$ cat config.mk
export PLATFORM = sky130hd
export DESIGN_NAME = fca_ram
export DESIGN_NICKNAME = d
export VERILOG_FILES = /design/src/rtl/fca_ram.sv
export SDC_FILE = /design/constraint.sdc
export NUM_CORES = 1
export LEC_CHECK = 0
export BUFFER_PORTS_ARGS = -buffer_cell sky130_fd_sc_hd__buf_2
export CAP_MARGIN = 20
export CORE_MARGIN = 10
export CORE_UTILIZATION = 54
export CTS_CLUSTER_SIZE = 10
export DETAILED_ROUTE_END_ITERATION = 8
export PLACE_DENSITY = 0.72
export SLEW_MARGIN = 20
export SYNTH_ARGS = -nofsm -noshare
export SYNTH_HDL_FRONTEND = slang
export SYNTH_SLANG_ARGS = --single-unit
$ cat constraint.sdc
create_clock -name clk -period 2.3 [get_ports clk]
set_input_delay 0.46 -clock clk [delete_from_list [all_inputs] [get_ports clk]]
set_output_delay 0.46 -clock clk [all_outputs]
set_load 0.005 [all_outputs]
$ cat src/rtl/fca_ram.sv
// Generic single-port synchronous RAM with a registered read port.
// Used for the link table of the chain allocator; depends on no package.
module fca_ram #(
  parameter int WIDTH = 8,
  parameter int DEPTH = 16
) (
  input  logic                     clk,
  input  logic                     en,
  input  logic                     we,
  input  logic [$clog2(DEPTH)-1:0] addr,
  input  logic [WIDTH-1:0]         wdata,
  output logic [WIDTH-1:0]         rdata
);

  logic [WIDTH-1:0] mem [DEPTH];

  always_ff @(posedge clk) begin
    if (en) begin
      if (we) begin
        mem[addr] <= wdata;
      end
      rdata <= mem[addr];
    end
  end

endmodule

Word-level counts from Yosys, hierarchy flattened
Memories as Yosys holds them, arrays and structs flattened. A register that Yosys moved wholly into a read port is not among the register bits.
Cells that the tools add are included.
{"block": "classes", "mux": 3}
{"operator": "$mux W1", "n": 3}
{"block": "word_totals", "in_bits": 15, "ff_bits": 0, "word_cells": 4, "n_memories": 1, "mem_bits_rw": 128}
{"memory": "mem", "words": 16, "word_bits": 8, "read_ports": 1, "rd_ports_with_merged_regs": 1, "wr": 1, "line": "15", "source": "logic [WIDTH-1:0] mem [DEPTH];"}

Logic depth before layout (Yosys ltp)
{"block": "depth", "depth_word": 3, "mapped_depth": 5}

Worst setup path after synthesis
Ideal clock, no wire load.
{"block": "synth_timing", "path_type": "input -> register", "startpoint": "in addr[0]", "endpoint": "mem mem[0][0], enable pin", "setup_ps": 383, "arrival_time_ps": 1799, "n_path_buf": 2, "t_required_ps": 1917, "path_stages": 4, "slack_ps": 118, "cell_sequence": "buf_6 -> buf_2 -> or3_1 -> nor3_1"}
{"element": "start: declaration", "line": "10", "source": "input logic [$clog2(DEPTH)-1:0] addr,"}
{"element": "end: declaration", "line": "15"}
No word-level cell before the write port.

Worst setup path after layout
{"block": "layout_timing", "startpoint": "reg rdata[7] (read register of mem)", "endpoint": "out rdata[7]"}
{"element": "start: declaration", "line": "12", "source": "output logic [WIDTH-1:0] rdata"}
No word-level cell between the ends.

==> summary.md <==
| Metric | Value |
|---|---|
| Outcome | finished, final reports clean |
| Die Y | 118 um |
| Die area | 0.0140 mm2 |
| Fmax | 0.642 GHz |
| Initial Utilization | 0.561 |
| Yosys warning total | 0 |
| Worst path top cell family by delay | flip-flops |
| Min-delay worst type | in -> reg |
| Fin nets | 300 |
| R2r worst-path depth | 3 |
| Synth Cell Area | 0.00523 mm2 |
| Top cell type by total area after synthesis | edfxtp_1 |
| Max-capacitance violation count | 0 |
| Die X | 118 um |
| Hold EP | rdata[5]$_DFFE_PP_ |
| Met3 global-route usage | 0.0424 |
| Pwr dens | 920 mW/mm2 |
| WL/cell | 23.5 um |
| CP Max Fanout | 1 |
| # IOs | 23 |
| Slew at the pin with the worst max-slew slack | 0.791 ns |
| Syn_area_per_cell | 22.5 um2 |
| Largest family of logic cells by synthesized area | multiplexers |
| WS Path Type | reg -> out |
| Ant diodes | 0 |
| Min Tclk post-route | 1.56 ns |
| Area growth, synth to finish | 19.2% |
| Syn Inst Count | 233 |
| Routability Congestion | 0.738 |
| Reg2Reg Setup Slack | 0.80 ns |
| Htree depth | 4 |
| Number of synthesized flops with an enable pin | 136 |
| # rows | 35 |
| Ratio of cells with drive above 1 in the final layout | 0.306 |
| Hold Path Origin | en |
| Global routing usage on met2 | 0.232 |
| Crit path launch type | register |
| CTS resizes | 0 |
| Post-Route Hold Slack | 0.242 ns |
| Core footprint | 0.00933 mm2 |
| Reg2reg end | rdata[0]$_DFFE_PP_ |
| Synthesis-stage register bit count | 136 |
| Hold Buf Count CTS | 0 |
| Synth Area in Compound Gates | 0.0230 |
| Post-synth top cells | edfxtp_1, a22oi_1, mux4_1, mux4_2, nor2_1 |
| Unrepaired setup endpoints after global routing | false |
| Worst slew margin | 0.471 |
| DP HPWL | 6.30 mm |
| Cell chain of the critical path | buf_2 |
| Most used routing layer in global routing | met2 |
| Mux contribution to synthesized area | 0.149 |
| PortBufs | 22 |
| Fin crit share | 0.677 |
| Synth async-reset ratio | 0 |
| Kind of end point of the critical path | output pin |
| Global-route wire length before repair | 15.9 mm |
| Buf/Inv on CP | 1 |
| Clock skew | 0.00791 ns |
| Hold Path Depth | 1 |
| Largest net degree at the start of global routing | 31 |
| Sequential Area | 0.00408 mm2 |
| Initial antenna violation count | 0 |
| Final setup vio count | 0 |
| Slew Viols, Final | 0 |
| DR vias | 2,513 |
| # Post-CTS Setup Buffers | 0 |
| Gr ovfl total | 0 |
| Clock slew at reported path FFs | 0.06 ns |
| Clock buffer depth | 2 |
| Multi-input gate area | 0.00107 mm2 |
| Global-route usage over all layers | 0.151 |
| P_leak | 2.13 nW |
| Predominant post-synthesis flop cell | edfxtp_1 |
| Clk_lat worst skew | 0.52 ns |
| Total Wirelength | 10.0 mm |
| Xor and xnor area share after synthesis | 0 |
| Most frequent cell after synthesis | edfxtp_1 |
| Vias per inst | 5.90 |
| Drt pass-1 iters | 4 |
| Max incr delay on CP | 0.42 ns |
| CTS tree | yes |
| Adder-cell share of the synthesized area | 0 |
| DRC viols | 0 |
| Crit path arrival time | 1.10 ns |
| Met1 Resource Use GR | 0.204 |
| TNS Setup | 0 ns |
| Synth Area in Simple Gates | 0.0320 |
| Synth cell types | 18 |
| Peak supply drop | 777 uV |
| Vias in the first global route | 2,645 |
| Sequential area share after synthesis | 0.781 |
| Root Driver | clkbuf_8 |
| CP Data Required Time | 1.84 ns |
| Syn nets | 248 |
| Fill count | 591 |
| Post-DRT Antenna Nets | 0 |
| RR Startpoint | mem[9][0]$_DFFE_PP_ |
| Main area contributors after synthesis | edfxtp_1, mux4_1, mux4_2, a22oi_1, nor2_1 |
| Area of placed instances | 0.00564 mm2 |
| Slowest CP cell | edfxtp_1 |
| First DRT Iteration DRCs | 255 |
| Final core occ | 0.669 |
| TritonCTS Buffers | 17 |
| Post-synth top area share | 0.781 |
| CTS sink cnt | 136 |
| Post-route cell area | 0.00624 mm2 |
| Final hold violation count | 0 |
cell type report:
class / instances / share of cell area
clock inverters: 14 / 0.0291
flip-flops and latches: 136 / 0.655
multi-input cells: 84 / 0.171
clock buffers: 17 / 0.0664
repair buffers: 46 / 0.0526
well taps: 129 / 0.0259
how the worst max path moves through the flow:
stage | start | endpoint | slack [ns] | cells after the start
finish | rdata[7]$_DFFE_PP_ | rdata[7] | 0.74 | 1
global route | addr[0] | rdata[6]$_DFFE_PP_ | 0.70 | 5
detailed placement | addr[0] | rdata[0]$_DFFE_PP_ | 0.23 | 5
floorplan | addr[0] | mem[0][0]$_DFFE_PP_ | 0.12 | 4
CTS | rdata[6]$_DFFE_PP_ | rdata[6] | 0.73 | 1
global placement | addr[0] | rdata[0]$_DFFE_PP_ | 0.26 | 5
flip-flops by register name, indices dropped and copies added, names as in the netlist:
name   count
rdata      8
mem      128
per-layer routing:
metal,routed length (um),vias to the layer above
met5,0,-
met4,82,0
met3,766,7
met2,4780,101
met1,4400,1299
li1,-,1106
through the flow:
stage | worst slack [ns] | instances | power, mW
2_1_floorplan | 0.118 | 233 | 2.96
3_3_place_gp | 0.261 | 395 | 3.07
3_5_place_dp | 0.235 | 395 | 3.08
4_1_cts | 0.728 | 426 | 5.78
5_1_grt | 0.702 | 426 | 5.90
6_report | 0.743 | 426 | 5.74
where the power goes:
part | switching [mW] | internal (mW)
logic | 0.135 | 0.102
registers | 0.0118 | 2.77
clock network | 0.975 | 1.74
cells by family after synthesis:
| group | Yosys count |
|---|---|
| AOI/OAI and AO/OA | 16 |
| and+or+nand+nor | 36 |
| buffers and inverters | 13 |
| DFF | 136 |
| muxes | 32 |
cells in the final DEF, fill, tap and decap left out, types with 2 or more instances in the layout:
master / netlist / routed
mux4_1: 16 / 16
nor2b_1: 2 / 2
nand2b_1: 2 / 2
nor3_1: 4 / 4
buf_4: 0 / 21
nand2_1: 10 / 10
bufinv_16: 0 / 4
nand4b_1: 2 / 2
buf_12: 0 / 3
clkinv_1: 0 / 2
nor2_1: 13 / 13
a22oi_1: 16 / 16
edfxtp_1: 136 / 136
clkinv_2: 0 / 4
buf_2: 3 / 22
clkinv_4: 0 / 2
clkbuf_16: 0 / 16
mux4_2: 16 / 16
Note: power is estimated with default switching activity, not from simulation.
